$ cat src/sv/dept_pkg.sv
// ----------------------------------------------------------------------------
// dept_pkg
// Shared types and constants of the debounced encoder position tracker.
// ----------------------------------------------------------------------------
package dept_pkg;

    // widths
    localparam int unsigned TIME_W  = 32;
    localparam int unsigned DEB_W   = 16;
    localparam int unsigned COUNT_W = 8;
    localparam int unsigned STEP_W  = 8;
    localparam int unsigned ANGLE_W = 11;
    localparam int unsigned SUM_W   = 12;
    localparam int unsigned OUT_W   = 9;
    localparam int unsigned IDX_W   = 3;
    localparam int unsigned DATA_W  = 16;

    // angle limits and re-arm threshold
    localparam logic signed [SUM_W-1:0]   ANGLE_MAX   = 12'sd359;
    localparam logic signed [SUM_W-1:0]   ANGLE_MIN   = -12'sd360;
    localparam logic signed [SUM_W-1:0]   REARM_CW_AT = 12'sd30;
    localparam logic signed [ANGLE_W-1:0] FULL_TURN   = 11'sd360;
    localparam logic [COUNT_W-1:0]        TURN_SAT    = 8'd255;

    // direction codes
    localparam logic DIR_CW  = 1'b0;
    localparam logic DIR_CCW = 1'b1;

    // register reset values
    localparam logic              RST_AUTO_REV  = 1'b0;
    localparam logic [DEB_W-1:0]  RST_POS_DEB   = 16'd50;
    localparam logic [DEB_W-1:0]  RST_ZERO_DEB  = 16'd5000;
    localparam logic [COUNT_W-1:0] RST_TURNS    = 8'd1;
    localparam logic [STEP_W-1:0] RST_STEP      = 8'd10;

    // register indexes
    typedef enum logic [IDX_W-1:0] {
        REG_AUTO_REVERSE  = 3'd0,
        REG_POS_DEBOUNCE  = 3'd1,
        REG_ZERO_DEBOUNCE = 3'd2,
        REG_TURNS_PER_REV = 3'd3,
        REG_DEG_PER_EDGE  = 3'd4
    } t_reg_idx;

    typedef struct packed {
        logic               auto_reverse_enable;
        logic [DEB_W-1:0]   position_debounce_ms;
        logic [DEB_W-1:0]   zero_debounce_ms;
        logic [COUNT_W-1:0] turns_per_reversal;
        logic [STEP_W-1:0]  degrees_per_edge;
    } t_cfg;

    typedef struct packed {
        logic [TIME_W-1:0] now_ms;
        logic              position_edge;
        logic              zero_edge;
        logic              set_direction;
        logic              new_direction;
        logic              clear_position;
    } t_in_item;

    typedef struct packed {
        logic [OUT_W-1:0] angle_degrees;
        logic             turn_direction;
        logic             zero_seen;
        logic             position_accepted;
        logic             zero_accepted;
    } t_out_item;

endpackage

$ cat src/sv/dept_if.sv
// ----------------------------------------------------------------------------
// dept interfaces
// Valid/ready channels for input items, results and register writes.
// ----------------------------------------------------------------------------
interface dept_in_if;
    logic               valid;
    logic               ready;
    dept_pkg::t_in_item data;
    modport source (output valid, output data, input ready);
    modport sink   (input valid, input data, output ready);
endinterface

interface dept_out_if;
    logic                valid;
    logic                ready;
    dept_pkg::t_out_item data;
    modport source (output valid, output data, input ready);
    modport sink   (input valid, input data, output ready);
endinterface

interface dept_cfg_if;
    logic                           valid;
    logic                           ready;
    logic [dept_pkg::IDX_W-1:0]     index;
    logic [dept_pkg::DATA_W-1:0]    data;
    modport source (output valid, output index, output data, input ready);
    modport sink   (input valid, input index, input data, output ready);
endinterface

$ cat src/sv/debounced_encoder_position_tracker_core.sv
// ----------------------------------------------------------------------------
// debounced_encoder_position_tracker_core
// Debounced encoder angle tracker with zero mark and auto reversal.
// ----------------------------------------------------------------------------
// Each request is registered, updated against the tracker state in one pass of
// logic and its result registered, so the block takes one request per clock
// while the result register is free or being read; a held result stalls the
// input only once the input register is full too. Register writes are taken
// every cycle and must come while idle.
module debounced_encoder_position_tracker_core (
    input  logic      i_clk,
    input  logic      i_rst_n,
    dept_in_if.sink   i_in,
    dept_cfg_if.sink  i_cfg,
    dept_out_if.source o_out
);
    import dept_pkg::*;

    t_cfg      cfg;
    t_out_item res;

    logic      r_s1_valid;
    logic      n_s1_valid;
    t_in_item  r_s1_item;
    logic      r_out_valid;
    logic      n_out_valid;
    t_out_item r_out;
    logic      s1_adv;
    logic      in_take;

    dept_cfg_regs u_cfg (
        .i_clk   (i_clk),
        .i_rst_n (i_rst_n),
        .i_cfg   (i_cfg),
        .o_cfg   (cfg)
    );

    dept_tracker u_trk (
        .i_clk   (i_clk),
        .i_rst_n (i_rst_n),
        .i_cfg   (cfg),
        .i_fire  (s1_adv),
        .i_item  (r_s1_item),
        .o_res   (res)
    );

    // stage handshakes
    assign s1_adv     = r_s1_valid && (!r_out_valid || o_out.ready);
    assign i_in.ready = !r_s1_valid || s1_adv;
    assign in_take    = i_in.valid && i_in.ready;

    assign n_s1_valid  = in_take || (r_s1_valid && !s1_adv);
    assign n_out_valid = s1_adv || (r_out_valid && !o_out.ready);

    always_ff @(posedge i_clk) begin
        if (!i_rst_n) begin
            r_s1_valid  <= 1'b0;
            r_out_valid <= 1'b0;
        end else begin
            r_s1_valid  <= n_s1_valid;
            r_out_valid <= n_out_valid;
        end
    end

    // payload registers
    always_ff @(posedge i_clk) begin
        if (in_take) begin
            r_s1_item <= i_in.data;
        end
        if (s1_adv) begin
            r_out <= res;
        end
    end

    assign o_out.valid = r_out_valid;
    assign o_out.data  = r_out;

    // checks
    a_angle_range: assert property (@(posedge i_clk) disable iff (!i_rst_n)
        r_out_valid |-> (r_out.angle_degrees <= 9'd359))
        else $error("folded angle out of range");

    a_in_ready_when_empty: assert property (@(posedge i_clk) disable iff (!i_rst_n)
        !r_out_valid |-> i_in.ready)
        else $error("input stalled with empty result register");

    a_pos_needs_edge: assert property (@(posedge i_clk) disable iff (!i_rst_n)
        (s1_adv && res.position_accepted) |-> r_s1_item.position_edge)
        else $error("position accepted without an edge");

    a_zero_copy: assert property (@(posedge i_clk) disable iff (!i_rst_n)
        s1_adv |=> (r_out.zero_seen == $past(r_s1_item.zero_edge)))
        else $error("zero notification lost");

endmodule

$ cat src/sv/dept_cfg_regs.sv
// ----------------------------------------------------------------------------
// dept_cfg_regs
// Configuration register file, written one register per request.
// ----------------------------------------------------------------------------
module dept_cfg_regs (
    input  logic           i_clk,
    input  logic           i_rst_n,
    dept_cfg_if.sink       i_cfg,
    output dept_pkg::t_cfg o_cfg
);
    import dept_pkg::*;

    t_cfg r_cfg;
    t_cfg n_cfg;

    // writes are always taken
    assign i_cfg.ready = 1'b1;

    // register decode, unknown indexes are dropped
    always_comb begin
        n_cfg = r_cfg;
        if (i_cfg.valid) begin
            unique case (i_cfg.index)
                REG_AUTO_REVERSE:  n_cfg.auto_reverse_enable  = i_cfg.data[0];
                REG_POS_DEBOUNCE:  n_cfg.position_debounce_ms = i_cfg.data[DEB_W-1:0];
                REG_ZERO_DEBOUNCE: n_cfg.zero_debounce_ms     = i_cfg.data[DEB_W-1:0];
                REG_TURNS_PER_REV: n_cfg.turns_per_reversal   = i_cfg.data[COUNT_W-1:0];
                REG_DEG_PER_EDGE:  n_cfg.degrees_per_edge     = i_cfg.data[STEP_W-1:0];
                default:           n_cfg = r_cfg;
            endcase
        end
    end

    always_ff @(posedge i_clk) begin
        if (!i_rst_n) begin
            r_cfg.auto_reverse_enable  <= RST_AUTO_REV;
            r_cfg.position_debounce_ms <= RST_POS_DEB;
            r_cfg.zero_debounce_ms     <= RST_ZERO_DEB;
            r_cfg.turns_per_reversal   <= RST_TURNS;
            r_cfg.degrees_per_edge     <= RST_STEP;
        end else begin
            r_cfg <= n_cfg;
        end
    end

    assign o_cfg = r_cfg;

endmodule

$ cat src/sv/dept_tracker.sv
// ----------------------------------------------------------------------------
// dept_tracker
// Tracker state and the single-pass update for one registered item.
// ----------------------------------------------------------------------------
module dept_tracker (
    input  logic                i_clk,
    input  logic                i_rst_n,
    input  dept_pkg::t_cfg      i_cfg,
    input  logic                i_fire,
    input  dept_pkg::t_in_item  i_item,
    output dept_pkg::t_out_item o_res
);
    import dept_pkg::*;

    logic signed [ANGLE_W-1:0] r_angle;
    logic                      r_dir;
    logic                      r_cw_ok;
    logic                      r_ccw_ok;
    logic [COUNT_W-1:0]        r_turns;
    logic [TIME_W-1:0]         r_last_pos;
    logic [TIME_W-1:0]         r_last_zero;

    logic signed [ANGLE_W-1:0] n_angle;
    logic                      n_dir;
    logic                      n_cw_ok;
    logic                      n_ccw_ok;
    logic [COUNT_W-1:0]        n_turns;
    logic [TIME_W-1:0]         n_last_pos;
    logic [TIME_W-1:0]         n_last_zero;

    logic [TIME_W-1:0]         pos_elapsed;
    logic [TIME_W-1:0]         zero_elapsed;
    logic                      pos_ok;
    logic                      zero_ok;
    logic signed [SUM_W-1:0]   step;
    logic signed [SUM_W-1:0]   sum;
    logic [COUNT_W-1:0]        turns_inc;
    logic                      reverse;
    logic signed [ANGLE_W-1:0] folded;

    // debounce against the last accepted edge, modulo 2^32
    assign pos_elapsed  = i_item.now_ms - r_last_pos;
    assign zero_elapsed = i_item.now_ms - r_last_zero;
    assign pos_ok  = i_item.position_edge &&
                     (pos_elapsed >= {{(TIME_W-DEB_W){1'b0}}, i_cfg.position_debounce_ms});
    assign zero_ok = i_item.zero_edge &&
                     (zero_elapsed >= {{(TIME_W-DEB_W){1'b0}}, i_cfg.zero_debounce_ms});
    assign step = $signed({{(SUM_W-STEP_W){1'b0}}, i_cfg.degrees_per_edge});
    assign turns_inc = (r_turns == TURN_SAT) ? r_turns : r_turns + COUNT_W'(1);

    always_comb begin
        n_angle     = r_angle;
        n_dir       = r_dir;
        n_cw_ok     = r_cw_ok;
        n_ccw_ok    = r_ccw_ok;
        n_turns     = r_turns;
        n_last_pos  = r_last_pos;
        n_last_zero = r_last_zero;
        sum         = '0;
        reverse     = 1'b0;

        // manual direction command
        if (i_item.set_direction) begin
            n_dir = i_item.new_direction;
            if (i_item.new_direction == DIR_CW) begin
                n_ccw_ok = 1'b0;
            end else begin
                n_cw_ok = 1'b0;
            end
        end

        // clear before the edges
        if (i_item.clear_position) begin
            n_angle = '0;
        end

        // position step with saturation and re-arm
        if (pos_ok) begin
            n_last_pos = i_item.now_ms;
            if (n_dir == DIR_CCW) begin
                sum = {n_angle[ANGLE_W-1], n_angle} + step;
            end else begin
                sum = {n_angle[ANGLE_W-1], n_angle} - step;
            end
            if (sum > ANGLE_MAX) begin
                sum = ANGLE_MAX;
            end else if (sum < ANGLE_MIN) begin
                sum = ANGLE_MIN;
            end
            n_angle = sum[ANGLE_W-1:0];
            if (sum >= REARM_CW_AT) begin
                n_cw_ok = 1'b1;
            end else begin
                n_ccw_ok = 1'b1;
            end
        end

        // zero mark: reset angle, count the turn, maybe reverse
        if (zero_ok) begin
            n_last_zero = i_item.now_ms;
            n_angle     = '0;
            n_turns     = turns_inc;
            reverse = i_cfg.auto_reverse_enable &&
                      (turns_inc >= i_cfg.turns_per_reversal) &&
                      ((n_dir == DIR_CW) ? n_ccw_ok : n_cw_ok);
            if (reverse) begin
                n_dir   = ~n_dir;
                n_turns = '0;
                if (n_dir == DIR_CW) begin
                    n_ccw_ok = 1'b0;
                end else begin
                    n_cw_ok = 1'b0;
                end
            end
        end
    end

    // fold into 0..359
    assign folded = n_angle[ANGLE_W-1] ? (n_angle + FULL_TURN) : n_angle;

    assign o_res.angle_degrees     = folded[OUT_W-1:0];
    assign o_res.turn_direction    = n_dir;
    assign o_res.zero_seen         = i_item.zero_edge;
    assign o_res.position_accepted = pos_ok;
    assign o_res.zero_accepted     = zero_ok;

    // state commits when the item moves to the result register
    always_ff @(posedge i_clk) begin
        if (!i_rst_n) begin
            r_angle     <= '0;
            r_dir       <= DIR_CW;
            r_cw_ok     <= 1'b0;
            r_ccw_ok    <= 1'b0;
            r_turns     <= '0;
            r_last_pos  <= '0;
            r_last_zero <= '0;
        end else if (i_fire) begin
            r_angle     <= n_angle;
            r_dir       <= n_dir;
            r_cw_ok     <= n_cw_ok;
            r_ccw_ok    <= n_ccw_ok;
            r_turns     <= n_turns;
            r_last_pos  <= n_last_pos;
            r_last_zero <= n_last_zero;
        end
    end

endmodule

$ cat src/flat_wrapper.sv
// flat-port wrapper written by rule: the top's interface ports become plain ports
module debounced_encoder_position_tracker_core_flat import dept_pkg::*;
  (i_clk, i_rst_n, i_in_valid, i_in_data, i_in_ready, i_cfg_valid, i_cfg_index, i_cfg_data, i_cfg_ready, o_out_valid, o_out_data, o_out_ready);
  dept_in_if i_in_i ();
  dept_cfg_if i_cfg_i ();
  dept_out_if o_out_i ();
  input  logic i_clk;
  input  logic i_rst_n;
  input wire logic [$bits(i_in_i.valid)-1:0] i_in_valid;
  input wire logic [$bits(i_in_i.data)-1:0] i_in_data;
  output wire logic [$bits(i_in_i.ready)-1:0] i_in_ready;
  input wire logic [$bits(i_cfg_i.valid)-1:0] i_cfg_valid;
  input wire logic [$bits(i_cfg_i.index)-1:0] i_cfg_index;
  input wire logic [$bits(i_cfg_i.data)-1:0] i_cfg_data;
  output wire logic [$bits(i_cfg_i.ready)-1:0] i_cfg_ready;
  output wire logic [$bits(o_out_i.valid)-1:0] o_out_valid;
  output wire logic [$bits(o_out_i.data)-1:0] o_out_data;
  input wire logic [$bits(o_out_i.ready)-1:0] o_out_ready;
  assign i_in_i.valid = i_in_valid;
  assign i_in_i.data = i_in_data;
  assign i_in_ready = i_in_i.ready;
  assign i_cfg_i.valid = i_cfg_valid;
  assign i_cfg_i.index = i_cfg_index;
  assign i_cfg_i.data = i_cfg_data;
  assign i_cfg_ready = i_cfg_i.ready;
  assign o_out_valid = o_out_i.valid;
  assign o_out_data = o_out_i.data;
  assign o_out_i.ready = o_out_ready;
  debounced_encoder_position_tracker_core u_core (.i_clk(i_clk), .i_rst_n(i_rst_n), .i_in(i_in_i), .i_cfg(i_cfg_i), .o_out(o_out_i));
endmodule
$ cat config.mk
export PLATFORM = sky130hd
export DESIGN_NAME = debounced_encoder_position_tracker_core_flat
export DESIGN_NICKNAME = d
export VERILOG_FILES = /design/src/sv/dept_pkg.sv /design/src/sv/dept_if.sv /design/src/sv/debounced_encoder_position_tracker_core.sv /design/src/sv/dept_cfg_regs.sv /design/src/sv/dept_tracker.sv /design/src/flat_wrapper.sv
export SDC_FILE = /design/constraint.sdc
export NUM_CORES = 1
export LEC_CHECK = 0
export BUFFER_PORTS_ARGS = -buffer_cell sky130_fd_sc_hd__buf_2
export CAP_MARGIN = 10
export CORE_ASPECT_RATIO = 1.2
export CORE_MARGIN = 8
export CORE_UTILIZATION = 30
export CTS_CLUSTER_SIZE = 25
export DETAILED_ROUTE_END_ITERATION = 8
export GPL_TIMING_DRIVEN = 0
export HOLD_SLACK_MARGIN = 0.03
export MAX_ROUTING_LAYER = met4
export SETUP_SLACK_MARGIN = 0.3
export SLEW_MARGIN = 10
export SYNTH_ARGS = -nofsm -noshare
export SYNTH_HDL_FRONTEND = slang
export SYNTH_SLANG_ARGS = --single-unit
$ cat constraint.sdc
create_clock -name i_clk -period 5.5 [get_ports i_clk]
set_clock_uncertainty 0.15 [all_clocks]
set_input_delay 0.55 -clock i_clk [delete_from_list [all_inputs] [get_ports i_clk]]
set_output_delay 0.55 -clock i_clk [all_outputs]
set_load 0.02 [all_outputs]
# Word level (Yosys, flattened, before mapping)

Cells that the tools add are included.

Multiplexer cells: 29
$lt $le $gt $ge: 6
Bitwise operators: 1
Eq/ne operators: 5
$add $sub $neg: 6
Reduce and logical (&&, ||, !) cells: 24

Operators by type and width:

| operator               | count |
|---|---|
| $ge A32 B16 Y1         | 2 |
| $sub A32 B32 Y32       | 2 |
| $mux W12               | 5 |
| $mux W11               | 3 |
| $mux W1                | 18 |
| $mux W8                | 2 |
| $reduce_and A2 Y1      | 7 |
| $add A11 B9 Y12        | 1 |
| $ge A12 B6 Y1 const B  | 1 |
| $gt A12 B10 Y1 const B | 1 |
| $lt A12 B10 Y1 const B | 1 |
| $sub A11 B9 Y12        | 1 |
| $add A9 B9 Y9 const B  | 1 |
| $mux W9                | 1 |
| $add A8 B1 Y8 const B  | 1 |
| $eq A8 B8 Y1 const B   | 1 |
| $ge A8 B8 Y1           | 1 |
| $logic_and A1 B1 Y1    | 8 |
| $eq A3 B2 Y1 const B   | 2 |
| $logic_not A1 Y1       | 4 |
| $logic_or A1 B1 Y1     | 4 |
| $eq A3 B1 Y1 const B   | 1 |
| $eq A3 B3 Y1 const B   | 1 |
| $logic_not A3 Y1       | 1 |
| $not A1 Y1             | 1 |

Word-level logic and storage cells: 96
Register bits: 187
Output and inout bits: 16

# Longest topological paths before layout

Word-level depth: 15
Gate-level depth with buffers: 29

# By module

A second synthesis with hierarchy kept.

Cells, all modules: 1511
Area total of the unflattened synthesis: 13131.3 µm²

By module, submodules not included:

| module                                  | cells each | instances | seq. area each (µm²) | area each (µm²) |
|---|---|---|---|---|
| dept_tracker                            | 1259       | 1         | 1721.7               | 9550.4 |
| dept_cfg_regs                           | 193        | 1         | 980.9                | 1975.6 |
| debounced_encoder_position_tracker_core | 59         | 1         | 1541.5               | 1605.3 |

# Worst setup path before layout

No wires, ideal clock.

Path kind: flip-flop to flip-flop
Start: register u_core.r_s1_item[5] (netlist name)
End: register u_core.r_out (netlist bit u_core.o_out.data[11]) (data pin)
Period minus slack after synthesis: 6.033 ns
Data required time: 5.085 ns
Cell stages (with the launch flop): 30
Setup slack: -0.533 ns
Data arrival time: 5.617 ns
Cells stage by stage: edfxtp_1 > inv_1 > ha_1 > inv_1 > fa_1 > a21o_1 > a221o_1 > a21o_1 > nor2_1 > a21oi_1 > xor2_1 > ha_1 > a21o_1 > a21oi_1 > o2111ai_1 > nor4_1 > o311ai_1 > a2111oi_2 > o2111ai_1 > or4_1 > o41a_1 > buf_6 > buf_2 > nand2b_1 > a21oi_1 > ha_1 > inv_1 > a31o_2 > xnor2_1 > nor2_1

RTL lines:

| item                   | RTL line                                      | RTL |
|---|---|---|
| start, declared        | debounced_encoder_position_tracker_core.sv:24 | `t_in_item r_s1_item;` |
| start signal, assigned | debounced_encoder_position_tracker_core.sv:68 | `r_s1_item <= i_in.data;` |
| end signal, assigned   | debounced_encoder_position_tracker_core.sv:71 | `r_out <= res;` |
| end, declared          | debounced_encoder_position_tracker_core.sv:27 | `t_out_item r_out;` |

==> results_dict.tcl <==
set metrics [dict create \
    yosysUniqueCellTypes 80 \
    path_depth 26 \
    path_buf_inv 4 \
    numClockSinks 187 \
    comb_power_share_pct 27.6 \
    yosys-mux-area-fraction_pct 1.29 \
    cts_made_buffers 17 \
    internal_power_w 0.00259 \
    cts_tree "yes" \
    wl_per_cell_um 16.8 \
    endpoint_kind "flop" \
    crit_family "compound AO/OA/AOI/OAI gates" \
    p_per_area_nw_per_um2 231 \
    final-max-slew-violation-count 0 \
    mostFrequentLayoutCell "nand2_1" \
    crit_top_cell "a21o_1" \
    outcome "finished with violations" \
    dr.pass1.iters 7 \
    antenna_found_initial 3 \
    tightest_slew_ns 1.06 \
    path_max_fanout 8 \
    cp.arrival_ns 6.35 \
    switching_share_pct 32.0 \
    crit_slowest_cell "or4_1" \
    worst-r2r-cell-count 26 \
    placed_cells 2216 \
    yosys.area_share.simple_pct 20.0 \
    ys_async_sr_fraction_pct 0 \
    setup_violations 64 \
    cp-start-kind "flop" \
    seqPwrFrac_pct 39.6 \
    ios 77 \
    synth_top_family_by_area "compound AO/OA/AOI/OAI gates" \
    initial_core_util_pct 30.3 \
    path_class "reg2reg" \
    max-vdd-ir-drop_uv 234 \
    layout-drive-gt1-share_pct 22.4 \
    ys.flop_type "dfxtp_1" \
    yosys-top-cells-area "dfxtp_1 21%, edfxtp_1 12%, ha_1 11%, a21oi_1 5.8%, nand2_1 5.0%" \
    cts_root_buffer "clkbuf_16" \
    synth_fa_ha_area_share_pct 11.7 \
    remaining_drc_errors 0 \
    initialDrtViolationCount 562 \
    grt_pass1_vias 11519 \
    whs_path_depth 1 \
    violations "negative setup slack" \
    r2r_end "u_core.o_out.data[12]$_DFFE_PP_" \
    final_core_util_pct 38.7 \
    viasPerCell 5.05 \
    grt_max_degree 33 \
    slew_headroom_pct 28.8 \
    stdcell_count 2320 \
    clock_power_share_pct 32.8 \
    vias 11718 \
    port_buffers 75 \
    grt_overflow 0 \
    drt_wl_total_um 38900 \
    r2r-start "u_core.r_s1_item[5]$_DFFE_PP_" \
    ys_seq_area_share_pct 32.9 \
    netlist_area_um2 12900 \
    cts.htree.levels 4 \
    cp.required_ns 5.62 \
    synthXorXnorAreaFrac_pct 4.75 \
    grt_setup_unrepaired "true" \
    die_x_um 205 \
    setup_ws_ns -0.729 \
    grt_use_total_pct 15.7 \
    period_needed_ns 6.23 \
    areaGrowthSynthToFinish_pct 27.8 \
    worstHoldEndpoint "u_core.r_s1_item[23]$_DFFE_PP_" \
    ys_ff_latch 187 \
    p_leak_nw 6.13 \
    grt_pass1_wl_um 60500 \
    final_cell_mix "170 x nand2_1, 137 x dfxtp_1, 124 x inv_1, 108 x ha_1, 87 x a21oi_1" \
    switching_power_w 0.00122 \
    clock_path_buffers 2 \
    timing.max_cap.violations 0 \
    dpl.hpwl_um 29700 \
    fmax_ghz 0.161 \
    syn_inst 1588 \
    die_h_um 243 \
    num_rows 83 \
    holdWs_ns 0.114 \
    synth_top_area_share_pct 21.2 \
    synth_edf_count 50 \
    core_um2 42700 \
    max_stage_delay_ns 0.52 \
    finalHoldViolations 0 \
    final.period_utilization_pct 113 \
    worstSkewPairLatency_ns 0.46 \
    syn_nets 1768 \
    final_antenna_net_count 0 \
    synth.avg_cell_area_um2 8.13 \
    fill_cells 4298 \
    holdBufCountCts 0 \
    clk_pin_slew_ns 0.07 \
    gp_congestion 0.898 \
    hold_class "in2reg" \
    synth_area_leader_cell "dfxtp_1" \
    synth-warning-count 0 \
    synth_compound_area_share_pct 23.6 \
    die_area_um2 50000 \
    crit_start "u_core.r_s1_item[5]$_DFFE_PP_" \
    rrSetupSlack_ns -0.73 \
    holdCritStartpoint "i_in_data[23]" \
    nNetsFinal 1933 \
]
==> worst max-delay path by stage <==
stage	to	slack [ns]
2_1_floorplan	u_core.o_out.data[11]$_DFFE_PP_	-0.28
3_3_place_gp	u_core.o_out.data[11]$_DFFE_PP_	-1.98
3_5_place_dp	u_core.o_out.data[11]$_DFFE_PP_	-1.96
4_1_cts	u_core.o_out.data[11]$_DFFE_PP_	-0.80
5_1_grt	u_core.o_out.data[12]$_DFFE_PP_	-1.03
6_report	u_core.o_out.data[12]$_DFFE_PP_	-0.73
==> cell type report <==
type,instances,area (um^2),share of cell area [%]
antenna,2,5.00,0.0303
buffer,61,489,2.96
clock buffer,20,467,2.83
clock inverter,12,111,0.675
inverter,130,488,2.96
multi-input combinational,1210,8860,53.7
sequential,187,4240,25.7
tap,552,691,4.18
timing repair buffer,146,1150,6.94
==> metal layers <==
metal	GRT usage [%]	wire length (um)
met3	2.31	1200
met4	5.79	1310
met5	-	0
met2	27.6	19800
met1	17.7	16600
==> synth_stat cells (all sizes together), types with 13 or more instances <==
cell	count
nand4	16
clkbuf	53
nor2b	88
xnor2	48
nand2	173
nand3	35
a21boi	55
nand2b	16
dfxtp	137
and2	13
nor3	19
a21o	39
o21bai	14
ha	116
a211oi	18
o21a	15
edfxtp	50
xor2	22
nor2	136
o21ai	76
o211ai	27
inv	129
a21oi	153
==> timing repair <==
item,in CTS,in global routing
gates resized for setup,135,136
setup buffers,37,27
pin swaps,33,42
endpoints found under the setup margin,98,97
gates cloned,4,2
==> state kept, by name, indices dropped and copies added (netlist names) <==
| signal | flops |
|---|---|
| u_core.u_cfg.o_cfg | 49 |
| u_core.r_s1_item | 37 |
| u_core.u_trk.r_last_pos | 32 |
| u_core.u_trk.r_last_zero | 32 |
| u_core.o_out.data | 13 |
| u_core.u_trk.r_angle | 11 |
| u_core.u_trk.r_turns | 8 |
| u_core.o_out.valid | 1 |
| u_core.r_s1_valid | 1 |
| u_core.u_trk.r_ccw_ok | 1 |
| u_core.u_trk.r_cw_ok | 1 |
| u_core.u_trk.r_dir | 1 |
==> logic make-up (layout without fill, tap and decap cells) <==
logic type      after synthesis  count (layout)
simple gates                540             540
fa+ha+maj                   119             119
buf+inv                     191             369
xor+xnor                     70              70
mux                          14              14
flops                       187             187
other cells                   1               3
compound gates              466             466
==> power by group through the flow <==
stage	clock (W)	sequential [W]	combinational (W)
after global routing	0.00133	0.00152	0.00116
final	0.00125	0.00151	0.00105
after global placement	0	0.00154	0.000864
after detailed placement	0	0.00154	0.000876
after floorplan	0	0.00153	0.000645
after CTS	0.00128	0.00151	0.000984
==> worst register-to-register path: cells and delay by family (launching register included) <==
family | cells | cell delay, ns
compound gates | 13 | 2.74
simple gates | 3 | 0.82
fa+ha+maj | 3 | 0.78
mux | 2 | 0.57
buf+inv | 4 | 0.41
flops | 1 | 0.41
xor+xnor | 1 | 0.16
==> metrics by stage <==
step / setup slack [ns] / setup TNS (ns) / power [W] / cell area (um^2)
CTS: -0.803 / -29.71 / 0.00377 / 15700
finish: -0.729 / -24.64 / 0.00381 / 16500
global route: -1.03 / -47.15 / 0.00401 / 16500
detailed placement: -1.96 / -118.48 / 0.00242 / 14300
global placement: -1.98 / -120.22 / 0.00240 / 14200
floorplan: -0.279 / -0.723 / 0.00218 / 13200
No activity file was read; power rests on OpenSTA's default activity.
